===== config.mk =====
export PLATFORM = sky130hd
export DESIGN_NAME = mrc_cfg_regs
export DESIGN_NICKNAME = d
export VERILOG_FILES = /design/src/hw/rtl/metropolis_rotor_chain_update_core_defines.svh /design/src/hw/rtl/mrc_pkg.sv /design/src/hw/rtl/mrc_cfg_regs.sv
export SDC_FILE = /design/constraint.sdc
export NUM_CORES = 1
export LEC_CHECK = 0
export ABC_AREA = 1
export BUFFER_PORTS_ARGS = -buffer_cell sky130_fd_sc_hd__buf_2
export CELL_PAD_IN_SITES_DETAIL_PLACEMENT = 1
export CELL_PAD_IN_SITES_GLOBAL_PLACEMENT = 1
export CORE_ASPECT_RATIO = 1.1
export CORE_MARGIN = 2
export CORE_UTILIZATION = 35
export CTS_BUF_LIST = sky130_fd_sc_hd__clkbuf_8
export DETAILED_ROUTE_END_ITERATION = 10
export GPL_TIMING_DRIVEN = 1
export PLACE_DENSITY = 0.89
export SLEW_MARGIN = 40
export SYNTH_ARGS = -nofsm -noshare
export SYNTH_HDL_FRONTEND = slang
export SYNTH_SLANG_ARGS = --single-unit

===== constraint.sdc =====
create_clock -name clk -period 1.4 [get_ports clk]
set_input_delay 0.35 -clock clk [delete_from_list [all_inputs] [get_ports clk]]
set_output_delay 0.35 -clock clk [all_outputs]
set_load 0.05 [all_outputs]

===== src/hw/rtl/metropolis_rotor_chain_update_core_defines.svh =====
// Assertion macros shared by the rotor chain update block.
`ifndef METROPOLIS_ROTOR_CHAIN_UPDATE_CORE_DEFINES_SVH
`define METROPOLIS_ROTOR_CHAIN_UPDATE_CORE_DEFINES_SVH

// Same-cycle implication, checked at every rising edge outside reset.
`define MRC_ASSERT_NOW(lbl, ante, cons) \
  lbl: assert property (@(posedge clk) disable iff (!rst_n) (ante) |-> (cons)) \
    else $error("same-cycle check failed");

// Next-cycle implication, checked at every rising edge outside reset.
`define MRC_ASSERT_NEXT(lbl, ante, cons) \
  lbl: assert property (@(posedge clk) disable iff (!rst_n) (ante) |=> (cons)) \
    else $error("next-cycle check failed");

`endif


===== src/hw/rtl/mrc_pkg.sv =====
// Shared types, constants and lookup functions of the rotor chain update block.
package mrc_pkg;

  localparam int unsigned MAX_SITES_DEF = 1024;
  // Width that holds any site index or chain length up to the largest chain.
  localparam int IDX_W   = 17;
  localparam int SITE_W  = 10;
  localparam int NOISE_W = 16;
  localparam int ANG_W   = 32;
  localparam int CFG_W   = 32;
  localparam int LEN_W   = 11;
  localparam int PADDR_W = 4;

  // Digit-serial wide multiplier: A is taken 16 bits per cycle.
  localparam int MUL_DIG_W  = 16;
  localparam int MUL_DIGITS = 3;
  localparam int MUL_A_W    = MUL_DIG_W * MUL_DIGITS;
  localparam int MUL_B_W    = 34;
  localparam int MUL_P_W    = MUL_A_W + MUL_B_W;

  // 1/(2*pi) in Q0.32.
  localparam logic [29:0] INV_TWO_PI = 30'd683565276;

  typedef enum logic [1:0] {
    REG_STEP = 2'd0,
    REG_KIN  = 2'd1,
    REG_POT  = 2'd2,
    REG_LEN  = 2'd3
  } reg_idx_t;

  typedef struct packed {
    logic [CFG_W-1:0] step_size;
    logic [CFG_W-1:0] kinetic_coeff;
    logic [CFG_W-1:0] potential_coeff;
    logic [LEN_W-1:0] chain_length;
  } cfg_t;

  typedef struct packed {
    logic               start;
    logic [MUL_A_W-1:0] a;
    logic [MUL_B_W-1:0] b;
  } mul_req_t;

  typedef struct packed {
    logic               busy;
    logic               done;
    logic [MUL_P_W-1:0] prod;
  } mul_rsp_t;

  // round(2^16 * e^-n) for the integer part of the action change.
  function automatic logic [16:0] exp_int(input logic [3:0] n);
    logic [16:0] v;
    case (n)
      4'd0:    v = 17'd65536;
      4'd1:    v = 17'd24109;
      4'd2:    v = 17'd8869;
      4'd3:    v = 17'd3263;
      4'd4:    v = 17'd1200;
      4'd5:    v = 17'd442;
      4'd6:    v = 17'd162;
      4'd7:    v = 17'd60;
      4'd8:    v = 17'd22;
      4'd9:    v = 17'd8;
      4'd10:   v = 17'd3;
      4'd11:   v = 17'd1;
      default: v = 17'd0;
    endcase
    return v;
  endfunction

  // floor(2^20 / k) for the small divisors of the Taylor recurrence.
  function automatic logic [20:0] recip(input logic [3:0] k);
    logic [20:0] v;
    case (k)
      4'd1:    v = 21'd1048576;
      4'd2:    v = 21'd524288;
      4'd3:    v = 21'd349525;
      4'd4:    v = 21'd262144;
      4'd5:    v = 21'd209715;
      4'd6:    v = 21'd174762;
      4'd7:    v = 21'd149796;
      4'd8:    v = 21'd131072;
      default: v = 21'd0;
    endcase
    return v;
  endfunction

endpackage


===== src/hw/rtl/mrc_cfg_regs.sv =====
// APB-style configuration registers with read back.
module mrc_cfg_regs (
  input  logic                        clk,
  input  logic                        rst_n,
  input  logic                        psel,
  input  logic                        penable,
  input  logic                        pwrite,
  input  logic [mrc_pkg::PADDR_W-1:0] paddr,
  input  logic [mrc_pkg::CFG_W-1:0]   pwdata,
  output logic [mrc_pkg::CFG_W-1:0]   prdata,
  output logic                        pready,
  output mrc_pkg::cfg_t               cfg
);
  import mrc_pkg::*;

  cfg_t     cfg_r;
  reg_idx_t idx;
  logic     wr_en;

  assign idx    = reg_idx_t'(paddr[3:2]);
  assign wr_en  = psel && penable && pwrite;
  assign pready = 1'b1;

  // Register writes in the access phase.
  always_ff @(posedge clk) begin
    if (!rst_n) begin
      cfg_r.step_size       <= 32'd65536;
      cfg_r.kinetic_coeff   <= 32'd8192;
      cfg_r.potential_coeff <= 32'd65536;
      cfg_r.chain_length    <= 11'd1024;
    end else if (wr_en) begin
      unique case (idx)
        REG_STEP: cfg_r.step_size       <= pwdata;
        REG_KIN:  cfg_r.kinetic_coeff   <= pwdata;
        REG_POT:  cfg_r.potential_coeff <= pwdata;
        REG_LEN:  cfg_r.chain_length    <= pwdata[LEN_W-1:0];
        default: ;
      endcase
    end
  end

  // Read back.
  always_comb begin
    unique case (idx)
      REG_STEP: prdata = cfg_r.step_size;
      REG_KIN:  prdata = cfg_r.kinetic_coeff;
      REG_POT:  prdata = cfg_r.potential_coeff;
      REG_LEN:  prdata = CFG_W'(cfg_r.chain_length);
      default:  prdata = '0;
    endcase
  end

  assign cfg = cfg_r;

endmodule

* Word level (Yosys, flattened, before mapping)
Cells that the tools add are included.
** Word-level totals
- Register bits :: 107
- Logic and storage cells :: 15
- Input bits :: 41
- Output and inout bits :: 140
** Operators by class
- Equality and inequality tests :: 3
- Reductions and logical operators :: 7
- Mux-type cells :: 1
** Operators by type and width (count)
- $pmux 32 s4 :: 1
- $reduce_and 2->1 :: 4
- $eq 2x2->1 const B :: 2
- $eq 2x1->1 const B :: 1
- $logic_and 1x1->1 :: 2
- $logic_not 2->1 :: 1

* Longest topological paths before layout
- Word-level depth :: 3
- Gate-level depth with buffers :: 7
- Mapped depth without buffers :: 5

* Least setup slack after synthesis
Ideal clock, no wire load.
- Path kind :: in2out
- Start :: in paddr[2] (netlist name)
- End :: out prdata[0] (netlist name)
- Cell stages on the path :: 5
- Required time :: 1.050 ns
- Data arrival time :: 1.228 ns
- Setup slack :: -0.178 ns
- Buffers on the path :: 1
- Path through :: inv_2 > nor2_4 > buf_4 > nand2_1 > nand4_1
** On the way
- Cells in the longest elaborated chain, start to end :: 2
- Elaborated cells on any way between the ends :: 5
** RTL lines
- start, declared :: RTL line mrc_cfg_regs.sv:8 : input logic [mrc_pkg::PADDR_W-1:0] paddr,
- $eq 2x2->1, or another cell as far along :: RTL line mrc_cfg_regs.sv:44 : unique case (idx)
- $pmux 32 s4 * :: RTL line mrc_cfg_regs.sv:44
- end, declared :: RTL line mrc_cfg_regs.sv:10 : output logic [mrc_pkg::CFG_W-1:0] prdata,
Every way passes the cells marked *; elsewhere a longest branch is shown, timed or not.

* Final worst setup path
- Start :: in paddr[3] (netlist name)
- End :: out prdata[10] (netlist name)
Same word-level chain as after synthesis.

==> summary.md <==
| Metric | Value |
|---|---|
| Die area | approximately 15000 µm² |
| Die Wd | 119 µm |
| DRC violations left | 0 |
| Pwr Density | about 790 nW/µm² |
| Initial Utilization | 35.4% |
| Cell family with most CP delay | buffers and inverters |
| Clock Latency Late Sink | 0.39 ns |
| CP max stage delay | 0.17 ns |
| Final WS setup | -0.263 ns |
| Final Setup Violations | 34 |
| Crit-path slowest cell | buf_6 |
| Crit path arrival time | between 1 and 1.5 ns |
| Total Wirelength | roughly 24000 µm |
| Pins Over Slew Limit | 0 |
| Synth warn | 0 |
| Syn avg cell area | about 6.5 µm² |
| Clock Skews | 0 ns |
| Vias per cell | approximately 5.2 |
| Synth area leader | dfxtp_1 |
| DR vias | slightly above 6000 |
| Final antenna diode count | 0 |
| CTS Hold Bufs | 0 |
| Commonest non-fill, non-tap cell in the layout | nor2_1 |
| # fillers | between 1500 and 2000 |
| Max_cap viols | 0 |
| Max FFs per register | about 110 |
| Worst-path clk slew | roughly 0.1 ns |
| Sequential share of the synthesized area | a little over two fifths |
| Setup crit start kind | input pin |
| Core area | ~14000 µm² |
| Pre-antenna DRT Iters | 4 |
| Synth Cell Area | just over 5000 µm² |
| Status | finished with violations |
| Port-buffer cells | approximately 180 |
| Row Count | 46 |
| Buf+Inv Stages, Crit Path | 5 |
| Fin util | 57.9% |
| Wire per inst | between 20 and 25 µm |
| Clock tree buffer depth | 2 |
| Antenna Nets Post-Route | 0 |
| Num CTS Buffers | 9 |
| Worst setup EP type | output port |
| Critical path class | in -> out |
| GRT Residual Overflow | 0 |
| # IOs | 181 |
| Hold Path Class | in -> reg |
| HPWL Detailed | 12500 µm |
| First-pass GRT wire length | between 30000 and 40000 µm |
| Leak pwr | slightly above 4 nW |
| #FFs+latches synth | 107 |
| CTS root buf | clkbuf_8 |
| Htree depth | 3 |
| Die height | roughly 130 µm |
| Failing checks | negative setup slack |
| TritonCTS clock tree | built |
| Largest net degree at the start of global routing | 53 |
| Most frequent cells in the layout | nor2_1 (207), nand2_1 (158), nand3_1 (107), buf_4 (107), dfxtp_1 (88) |
| RSZ-0062 raised after global routing | yes |
| Design Area, Final | 8260 µm² |
| Area growth syn-to-layout | 63.5% |
| Max FO, Critical Path | 7 |
| Vias in the first global route | 6180 |
| Final period utilization | 119% |
| Min Tclk post-route | 1.66 ns |
| CP required | roughly 1.1 ns |
| Final Wtd Congestion | between 0.7 and 0.8 |
| Initial antenna violation count | 1 |
| Initial DRC Count | 294 |
| CP Cell Sequence | buf_12, inv_12, nor2_4, buf_6, buf_12, nand2_1, nand4_1, buf_6 |
| Syn_nets | ~820 |
| DP Area | about 6600 µm² |
| Peak supply drop | 474 µV |
| Fmax | 0.601 GHz |
| All-Layer GR Usage | a little over a quarter |
| Clock Sinks | roughly 110 |
| Synth Instances | between 700 and 800 |
| Dominant cells by area after synthesis | dfxtp_1 (42%), nand2_1 (16%), nor2_1 (15%) |
| Synth top area share | 42.4% |
| Final hold violations | 0 |
| Nets | ~1000 |
| Unique masters post-synth | 18 |
| Share of cells above drive strength 1 | a little under two fifths |
[synth_stat cells]
| master | count |
|---|---|
| dfxtp_1 | 107 |
| nor2_1 | 207 |
| nand3_1 | 128 |
| o21ai_0 | 4 |
| clkbuf_4 | 1 |
| inv_2 | 2 |
| buf_6 | 12 |
| clkbuf_1 | 1 |
| buf_2 | 16 |
| nor2_2 | 3 |
| buf_4 | 14 |
| nand3_2 | 1 |
| inv_1 | 34 |
| buf_1 | 10 |
| nand2_1 | 219 |
| nand4_1 | 11 |
| nor2_4 | 4 |
| conb_1 | 1 |
[per-stage QoR]
| step | power [mW] | setup TNS, ns | setup slack (ns) | std cells | hold WS (ns) |
|---|---|---|---|---|---|
| finish | 6.53 | -6.92 | -0.263 | 1182 | 0.197 |
| global route | 6.78 | -8.10 | -0.298 | 1182 | 0.210 |
| CTS | 6.42 | -5.96 | -0.234 | 1171 | 0.177 |
| detailed placement | 4.38 | -20.32 | -0.506 | 1130 | 0.494 |
| global placement | 4.35 | -15.57 | -0.418 | 1130 | 0.487 |
| floorplan | 4.01 | -2.20 | -0.157 | 775 | 0.476 |
[worst reg2reg max path: stages, from the launching register on]
cell and delay (ns):
dfxtp_1 0.44, o21ai_0 0.17, nand3_1 0.10
[final timing paths]
| check | from | endpoint | slack [ns] | depth (start not counted) |
|---|---|---|---|---|
| worst min-delay path | pwdata[10] | cfg[10] | 0.20 | 3 |
| worst max-delay path | paddr[3] | prdata[10] | -0.26 | 8 |
| worst min register to register | cfg[68] | cfg[68] | 0.51 | 2 |
| worst max register to register | cfg[56] | cfg[56] | 0.64 | 2 |
[power by group]
group / leakage, nW / switching [mW] / internal [mW]
sequential: 0.874 / 0.0803 / 3.11
clock: 0.103 / 1.09 / 0.723
combinational: 3.06 / 0.944 / 0.581
[layer usage]
| layer | global-route usage [%] | wire (µm) |
|---|---|---|
| met1 | 30.4 | 8700 |
| met4 | 11.9 | 777 |
| met2 | 51.3 | 13000 |
| met5 | 0 | 12 |
| met3 | 4.81 | 1290 |
[area by class of cell]
| class | instances | area, µm² | share of cell area [%] |
|---|---|---|---|
| Clock buffer | 11 | 151 | 1.83 |
| Sequential cell | 107 | 2170 | 26.2 |
| Tap cell | 192 | 240 | 2.91 |
| Multi-Input combinational cell | 578 | 2920 | 35.3 |
| Inverter | 36 | 160 | 1.94 |
| Timing Repair Buffer | 253 | 2610 | 31.6 |
| Clock inverter | 5 | 21.3 | 0.257 |
[timing repair]
item | 4_1_cts | 5_1_grt
hold endpoints to repair | 0 | 0
gates cloned | 6 | 5
gates resized for setup | 229 | 131
pin swaps | 6 | 9
setup endpoints to repair | 113 | 86
buffers inserted | 19 | 8
[logic make-up after synthesis]
family,count (synthesis),share of synthesized area (%)
buffers and inverters,90,9.98
and+or+nand+nor,573,47.2
DFF,107,42.4
other,1,0.0742
AOI/OAI and AO/OA,4,0.396
No activity file was read; power rests on OpenSTA's default activity.
