### src/hw/rtl/metropolis_rotor_chain_update_core_defines.svh
// Assertion macros shared by the rotor chain update block.
`ifndef METROPOLIS_ROTOR_CHAIN_UPDATE_CORE_DEFINES_SVH
`define METROPOLIS_ROTOR_CHAIN_UPDATE_CORE_DEFINES_SVH

// Same-cycle implication, checked at every rising edge outside reset.
`define MRC_ASSERT_NOW(lbl, ante, cons) \
  lbl: assert property (@(posedge clk) disable iff (!rst_n) (ante) |-> (cons)) \
    else $error("same-cycle check failed");

// Next-cycle implication, checked at every rising edge outside reset.
`define MRC_ASSERT_NEXT(lbl, ante, cons) \
  lbl: assert property (@(posedge clk) disable iff (!rst_n) (ante) |=> (cons)) \
    else $error("next-cycle check failed");

`endif

### src/hw/rtl/mrc_pkg.sv
// Shared types, constants and lookup functions of the rotor chain update block.
package mrc_pkg;

  localparam int unsigned MAX_SITES_DEF = 1024;
  // Width that holds any site index or chain length up to the largest chain.
  localparam int IDX_W   = 17;
  localparam int SITE_W  = 10;
  localparam int NOISE_W = 16;
  localparam int ANG_W   = 32;
  localparam int CFG_W   = 32;
  localparam int LEN_W   = 11;
  localparam int PADDR_W = 4;

  // Digit-serial wide multiplier: A is taken 16 bits per cycle.
  localparam int MUL_DIG_W  = 16;
  localparam int MUL_DIGITS = 3;
  localparam int MUL_A_W    = MUL_DIG_W * MUL_DIGITS;
  localparam int MUL_B_W    = 34;
  localparam int MUL_P_W    = MUL_A_W + MUL_B_W;

  // 1/(2*pi) in Q0.32.
  localparam logic [29:0] INV_TWO_PI = 30'd683565276;

  typedef enum logic [1:0] {
    REG_STEP = 2'd0,
    REG_KIN  = 2'd1,
    REG_POT  = 2'd2,
    REG_LEN  = 2'd3
  } reg_idx_t;

  typedef struct packed {
    logic [CFG_W-1:0] step_size;
    logic [CFG_W-1:0] kinetic_coeff;
    logic [CFG_W-1:0] potential_coeff;
    logic [LEN_W-1:0] chain_length;
  } cfg_t;

  typedef struct packed {
    logic               start;
    logic [MUL_A_W-1:0] a;
    logic [MUL_B_W-1:0] b;
  } mul_req_t;

  typedef struct packed {
    logic               busy;
    logic               done;
    logic [MUL_P_W-1:0] prod;
  } mul_rsp_t;

  // round(2^16 * e^-n) for the integer part of the action change.
  function automatic logic [16:0] exp_int(input logic [3:0] n);
    logic [16:0] v;
    case (n)
      4'd0:    v = 17'd65536;
      4'd1:    v = 17'd24109;
      4'd2:    v = 17'd8869;
      4'd3:    v = 17'd3263;
      4'd4:    v = 17'd1200;
      4'd5:    v = 17'd442;
      4'd6:    v = 17'd162;
      4'd7:    v = 17'd60;
      4'd8:    v = 17'd22;
      4'd9:    v = 17'd8;
      4'd10:   v = 17'd3;
      4'd11:   v = 17'd1;
      default: v = 17'd0;
    endcase
    return v;
  endfunction

  // floor(2^20 / k) for the small divisors of the Taylor recurrence.
  function automatic logic [20:0] recip(input logic [3:0] k);
    logic [20:0] v;
    case (k)
      4'd1:    v = 21'd1048576;
      4'd2:    v = 21'd524288;
      4'd3:    v = 21'd349525;
      4'd4:    v = 21'd262144;
      4'd5:    v = 21'd209715;
      4'd6:    v = 21'd174762;
      4'd7:    v = 21'd149796;
      4'd8:    v = 21'd131072;
      default: v = 21'd0;
    endcase
    return v;
  endfunction

endpackage

### src/hw/rtl/mrc_mul.sv
// Digit-serial wide multiplier: one 16-bit digit of A times B per cycle.
module mrc_mul (
  input  logic            clk,
  input  logic            rst_n,
  input  mrc_pkg::mul_req_t req,
  output mrc_pkg::mul_rsp_t rsp
);
  import mrc_pkg::*;

  localparam int DIG_CW = $clog2(MUL_DIGITS);

  logic [MUL_A_W-1:0]           a_r;
  logic [MUL_B_W-1:0]           b_r;
  logic [MUL_P_W-1:0]           acc_r;
  logic [DIG_CW-1:0]            dig_r;
  logic                         busy_r;
  logic                         done_r;
  logic [MUL_DIG_W+MUL_B_W-1:0] part;
  logic [MUL_P_W-1:0]           part_sh;

  // Partial product of the current digit, aligned to its weight.
  assign part    = a_r[dig_r*MUL_DIG_W +: MUL_DIG_W] * b_r;
  assign part_sh = MUL_P_W'(part) << (dig_r * MUL_DIG_W);

  // Control.
  always_ff @(posedge clk) begin
    if (!rst_n) begin
      busy_r <= 1'b0;
      done_r <= 1'b0;
      dig_r  <= '0;
    end else begin
      done_r <= 1'b0;
      if (req.start) begin
        busy_r <= 1'b1;
        dig_r  <= '0;
      end else if (busy_r) begin
        if (dig_r == DIG_CW'(MUL_DIGITS - 1)) begin
          busy_r <= 1'b0;
          done_r <= 1'b1;
        end else begin
          dig_r <= dig_r + 1'b1;
        end
      end
    end
  end

  // Operands and accumulator.
  always_ff @(posedge clk) begin
    if (req.start) begin
      a_r   <= req.a;
      b_r   <= req.b;
      acc_r <= '0;
    end else if (busy_r) begin
      acc_r <= acc_r + part_sh;
    end
  end

  assign rsp.busy = busy_r;
  assign rsp.done = done_r;
  assign rsp.prod = acc_r;

endmodule

### config.mk
export PLATFORM = sky130hd
export DESIGN_NAME = mrc_mul
export DESIGN_NICKNAME = d
export VERILOG_FILES = /design/src/hw/rtl/metropolis_rotor_chain_update_core_defines.svh /design/src/hw/rtl/mrc_pkg.sv /design/src/hw/rtl/mrc_mul.sv
export SDC_FILE = /design/constraint.sdc
export NUM_CORES = 2
export LEC_CHECK = 0
export BUFFER_PORTS_ARGS = -buffer_cell sky130_fd_sc_hd__buf_2
export CAP_MARGIN = 20
export CORE_AREA = 2 2 315 317
export DETAILED_ROUTE_END_ITERATION = 10
export DIE_AREA = 0 0 317 319
export HOLD_SLACK_MARGIN = 0.08
export SYNTH_ARGS = -nofsm -noshare
export SYNTH_HDL_FRONTEND = slang
export SYNTH_SLANG_ARGS = --single-unit
### constraint.sdc
create_clock -name clk -period 28.5 [get_ports clk]
set_input_delay 2.85 -clock clk [delete_from_list [all_inputs] [get_ports clk]]
set_output_delay 2.85 -clock clk [all_outputs]
set_load 0.05 [all_outputs]
**Word level (Yosys, flattened, before mapping)**

Index checks and enable logic that the tools add are counted.

- Register bits after elaboration: 168
- Bits of input ports: 85
- Output and inout port bits: 84

- Add/sub/neg operators: 2
- Multipliers: 1
- Equality and inequality tests: 1
- Shifts and indexed selects: 2
- Mux-type cells: 4
- Bitwise logic cells: 3
- Reductions and logical operators: 3

Operators by type and width:

| cell | count |
|---|---|
| 82-bit adder | 1 |
| 50-bit by 6-bit left shift with 82-bit output | 1 |
| 16-bit by 34-bit multiplier with 50-bit output | 1 |
| 48-bit by 7-bit indexed part select with 16-bit output | 1 |
| 1-bit two-way mux | 4 |
| 1-bit inverter | 3 |
| 3-bit OR reduction | 1 |
| 2-bit by 1-bit adder with 2-bit output (second input constant) | 1 |
| 2-bit equality test (second input constant) | 1 |
| 2-bit AND reduction | 1 |
| 2-bit OR reduction | 1 |

**Longest topological paths before layout**

- Depth in word-level cells: 4
- Depth in mapped cells: 45

**Least setup slack after synthesis**

Ideal clock, no wire load.

- Path type: register to register
- Start point: register dig_r[1]
- End point: register acc_r[74]
- Library setup time: 0.073 ns
- Data arrival time: 9.925 ns
- Data required time: 28.427 ns
- Path slack: 18.501 ns
- Cell stages (with the launch flop): 45
- Path buffers: 5
- Cells stage by stage: dfxtp_1 -> clkbuf_1 -> inv_1 -> nor2_1 -> clkbuf_1 -> nand2_1 -> o21ai_1 -> clkbuf_1 -> nand2_1 -> fa_1 -> inv_1 -> fa_1 -> inv_1 -> fa_1 -> inv_1 -> fa_1 -> fa_1 -> inv_1 -> [9 not listed] -> nor2_1 -> a211oi_1 -> o31ai_1 -> a21oi_1 -> xor2_1 -> o22ai_1 -> ha_1 -> clkbuf_1 -> nand4_1 -> or2_1 -> or3_1 -> nor3_1 -> nand2_1 -> nand3_1 -> a31oi_2 -> or4b_1 -> or3_1 -> o211ai_2

- Word-level cells in the longest chain between the ends: 4

RTL lines:

| element | line | source |
|---|---|---|
| start, declared | mrc_mul.sv:15 | `logic [DIG_CW-1:0] dig_r;` |
| start signal, assigned | mrc_mul.sv:41 | `dig_r <= dig_r + 1'b1;` |
| 48-bit by 7-bit indexed part select with 16-bit output | mrc_mul.sv:22 | `assign part = a_r[dig_r*MUL_DIG_W +: MUL_DIG_W] * b_r;` |
| 16-bit by 34-bit multiplier with 50-bit output | mrc_mul.sv:22 |  |
| 50-bit by 6-bit left shift with 82-bit output * | mrc_mul.sv:23 | `assign part_sh = MUL_P_W'(part) << (dig_r * MUL_DIG_W);` |
| 82-bit adder * | mrc_mul.sv:54 | `acc_r <= acc_r + part_sh;` |
| end signal, assigned | mrc_mul.sv:54 |  |
| end, declared | mrc_mul.sv:14 | `logic [MUL_P_W-1:0] acc_r;` |

Every way passes the cells marked *; elsewhere a longest branch is shown, timed or not.
A chain may end at the register's enable or synchronous reset.

**Worst setup path in the final report**

- Start point: register dig_r[1]
- End point: register acc_r[77]

The elaborated chain is that of the path after synthesis.

==> summary by stage <==
Job
Across the run, the number of max-cap violations was 0.

Critical path
The worst setup path is launched from a flip-flop. The cell depth of the worst flop-to-flop path is 40. The maximum fanout along the worst path is 18.

The destination of the worst register-to-register timing path is acc_r[77]$_SDFFE_PP0P_. At the worst endpoint, the arrival time is 12.39 ns. The launch point of the worst reg-to-reg path is dig_r[1]$_SDFFE_PP0P_. Data on the critical path is required at its endpoint by 28.87 ns. The category of the most critical setup path is reg2reg.

The setup check on the worst reg-to-reg path leaves a slack of 16.47 ns. The slowest stage of the critical path is the sky130_fd_sc_hd__dfxtp_2 cell. The largest stage delay on the critical path is 0.77 ns. The category of the worst setup path capture point is a flip-flop.

STA
Setup repair after global routing left no endpoint under its margin. Based on the critical path, the design can be clocked at up to 83.1 MHz. Setup total negative slack on the finished layout was measured at 0 ns.

The worst slew margin relative to its limit is 30.7%. The final period demand of the worst path is 12.03 ns. The tightest hold path in the finished design has a slack of 0.472 ns. At the pin with the least slew margin, the transition time is 1.04 ns.

The share of the clock period used by the worst path after layout is 42.2%. The total count of max-transition violations in the final report came to 0. Clock skew on the completed layout was measured at 0.0269 ns. The final-report hold violation count is 0. The total setup violations reported at the end of the flow is 0.

Global route
The peak-usage layer in the global routing report is met2. The initial antenna violation count is 0. After global routing the overflow that remains totals 0. In the global route stage, overall resource usage came out at 18.6%. Entering global routing, the biggest net connects 72 pins. The global-route track usage on met2 is 30.3%. The first global-routing pass estimated 143000 um of wire. In the global route stage, met3 resource usage came out at 3.15%. The via count of the first global-routing pass is 23964.

The global-route met1 utilization is 25.4%.

Hold path
The path with the worst hold slack has its endpoint at acc_r[77]$_SDFFE_PP0P_. Along the worst hold path, the cell count comes to 2. In this run the worst hold path is classified as reg2reg. In this run the most critical hold path is launched from acc_r[77]$_SDFFE_PP0P_.

Cells and area
From synthesis to final layout, the design area changed by 9.30%. The antenna diode count is 0. For this run, the post-layout net count is 4158. The fraction of layout instances using a drive strength above 1 is 8.15%. The count of filler cells inserted in the layout is 10241.

Floorplan
The starting density of the core is 29.8%. The floorplan step set the die width to 317 um. The die covers 101000 um^2. The floorplan die height is 319 um.

In this run the core area contains 115 standard-cell rows. Pin placement for this block handled 169 I/O pins. The core region is 97700 um^2.

Logic synthesis
The share of the synthesized area in the top cell type is 30.8%. The number of nets produced by synthesis is 4128. The count of mapped cells out of synthesis is 3392. The mean instance size in the synthesized netlist is 8.57 um^2. The synthesized netlist occupies a cell area of 29100 um^2. Counting flops and latches in the post-synthesis netlist gives 168. Yosys instantiated no cell more often than sky130_fd_sc_hd__inv_1. The number of different library cells used by synthesis comes to 77. The library cell occupying the most area in the post-synthesis netlist is sky130_fd_sc_hd__fa_1. The most used flip-flop cell after synthesis is sky130_fd_sc_hd__dfxtp_1. The number of warnings printed during yosys synthesis is 0. The share of the Yosys chip area taken by registers is 14.4%. Ranked by instance count, the synthesized netlist is headed by 515 x sky130_fd_sc_hd__inv_1, 488 x sky130_fd_sc_hd__nand2_1, 447 x sky130_fd_sc_hd__fa_1. The proportion of synthesized flip-flops having asynchronous set or reset is 0%. The number of synthesized flops with an enable pin is 82. Yosys attributes the largest share of cell area to sky130_fd_sc_hd__fa_1 31%, sky130_fd_sc_hd__ha_1 8.8%, sky130_fd_sc_hd__edfxtp_1 8.5%.

Routing
The detail-routed via count per cell is 5.04. The detailed-router iteration count before antenna repair is 5. After detailed routing, the number of remaining DRC violations is 0.

The initial DRC count is 1849. The detailed-route wire length is 92200 um. In this run the remaining antenna-violating nets after routing total 0. In the final routed layout, each cell accounts on average for 19.5 um. The number of vias after detailed routing is 23801.

Clock network
The post-CTS setup buffer count is 0. The CTS tree is built. The number of buffers added to fix hold violations after cts is 0. The clock tree synthesis step divided the H-tree into 4 levels. The clock buffer count from CTS is 17. Clock latency on the worst-skew pair, taken at its later pin, is 0.51 ns. The clock passes through at most 2 buffers.

The number of gates resized after cts is 0. The register clock-pin slew on the reported worst setup and hold paths is 0.09 ns. The cell at the root of the clock tree is sky130_fd_sc_hd__clkbuf_16.

Counting every sink on the clock net gives 168.

Placement
Input and output buffers added on the ports amount to 168. The congestion estimate from routability-driven global placement came to 0.949. After legalization and detailed placement, the total HPWL measured 74400 um.

Status
The flow ran to the end, and the final reports show no timing, DRC or antenna violations.
[sequential cells by signal, summed over array words and instances (netlist names)]
register	count
acc_r	82
a_r	48
b_r	34
dig_r	2
busy_r	1
done_r	1
[layout make-up]
type	count	area (um^2)	area share, %
Multi-Input combinational cell	2520	22300	70.2
Sequential cell	168	4190	13.2
Inverter	515	1930	6.08
Tap cell	1287	1610	5.07
Timing Repair Buffer	200	1090	3.42
Clock buffer	17	425	1.34
Clock inverter	15	206	0.650
[critical path, delay by kind of cell, from the launching register on]
kind	cells	cell delay [ns]
XOR/XNOR	2	0.32
flip-flops	1	0.77
buffers and inverters	7	0.81
adder cells (fa/ha/maj)	8	3.77
multiplexers	1	0.28
AO/OA/AOI/OAI	15	3.74
AND/OR/NAND/NOR	7	2.14
[layer usage]
layer / vias up / wire length, um
met3: 90 / 6450
met1: 11936 / 40000
met4: 0 / 1870
li1: 10958 / -
met5: - / 0
met2: 817 / 43900
[placed cells by master, fill, tap and decap left out, types with 13 or more instances in the layout]
cell type,Yosys,routed
sky130_fd_sc_hd__nand2b_1,13,13
sky130_fd_sc_hd__o22ai_1,14,14
sky130_fd_sc_hd__xnor2_1,78,78
sky130_fd_sc_hd__inv_1,515,514
sky130_fd_sc_hd__a21oi_1,192,192
sky130_fd_sc_hd__clkbuf_16,0,17
sky130_fd_sc_hd__a21o_1,74,74
sky130_fd_sc_hd__and2_1,244,244
sky130_fd_sc_hd__edfxtp_1,82,82
sky130_fd_sc_hd__buf_2,6,167
sky130_fd_sc_hd__o21a_1,20,20
sky130_fd_sc_hd__xor2_1,39,39
sky130_fd_sc_hd__fa_1,447,447
sky130_fd_sc_hd__o21bai_1,38,38
sky130_fd_sc_hd__and3_1,20,20
sky130_fd_sc_hd__o21ai_0,101,95
sky130_fd_sc_hd__nand4_1,44,44
sky130_fd_sc_hd__nand3_1,31,31
sky130_fd_sc_hd__nor2_1,179,178
sky130_fd_sc_hd__nor3_1,18,18
sky130_fd_sc_hd__nand2_1,488,488
sky130_fd_sc_hd__o21ai_2,1,13
sky130_fd_sc_hd__mux2i_1,78,78
sky130_fd_sc_hd__dfxtp_1,86,83
sky130_fd_sc_hd__ha_1,204,204
sky130_fd_sc_hd__buf_4,2,32
[worst max path at each step]
| stage | startpoint | endpoint |
|---|---|---|
| 6_report | dig_r[1]$_SDFFE_PP0P_ | acc_r[77]$_SDFFE_PP0P_ |
| 5_1_grt | dig_r[1]$_SDFFE_PP0P_ | acc_r[77]$_SDFFE_PP0P_ |
| 4_1_cts | dig_r[1]$_SDFFE_PP0P_ | acc_r[77]$_SDFFE_PP0P_ |
| 3_5_place_dp | dig_r[1]$_SDFFE_PP0P_ | acc_r[77]$_SDFFE_PP0P_ |
| 3_3_place_gp | dig_r[1]$_SDFFE_PP0P_ | acc_r[77]$_SDFFE_PP0P_ |
| 2_1_floorplan | dig_r[1]$_SDFFE_PP0P_ | acc_r[74]$_SDFFE_PP0P_ |
[logic make-up (layout without fill, tap and decap cells)]
logic type | Yosys count | in the layout | synth area share [%]
AO/OA/AOI/OAI | 584 | 584 | 12.9
buffers and inverters | 704 | 747 | 9.14
flip-flops | 168 | 168 | 14.4
AND/OR/NAND/NOR | 1084 | 1084 | 17.5
adder cells (fa/ha/maj) | 651 | 651 | 39.6
XOR/XNOR | 117 | 117 | 3.53
multiplexers | 84 | 84 | 2.92
[metrics by stage]
stage	area, um^2	worst slack [ns]	utilization [%]	std cells
after global routing	31800	15.91	32.5	4722
after detailed placement	31100	16.65	31.9	4690
after floorplan	29100	18.50	-	3392
after global placement	31100	16.66	31.9	4690
after CTS	31800	16.59	32.5	4722
final	31800	16.47	32.5	4722
Power is not shown: default switching activity piles up to over one toggle a cycle in this logic, so the estimate is an artifact.
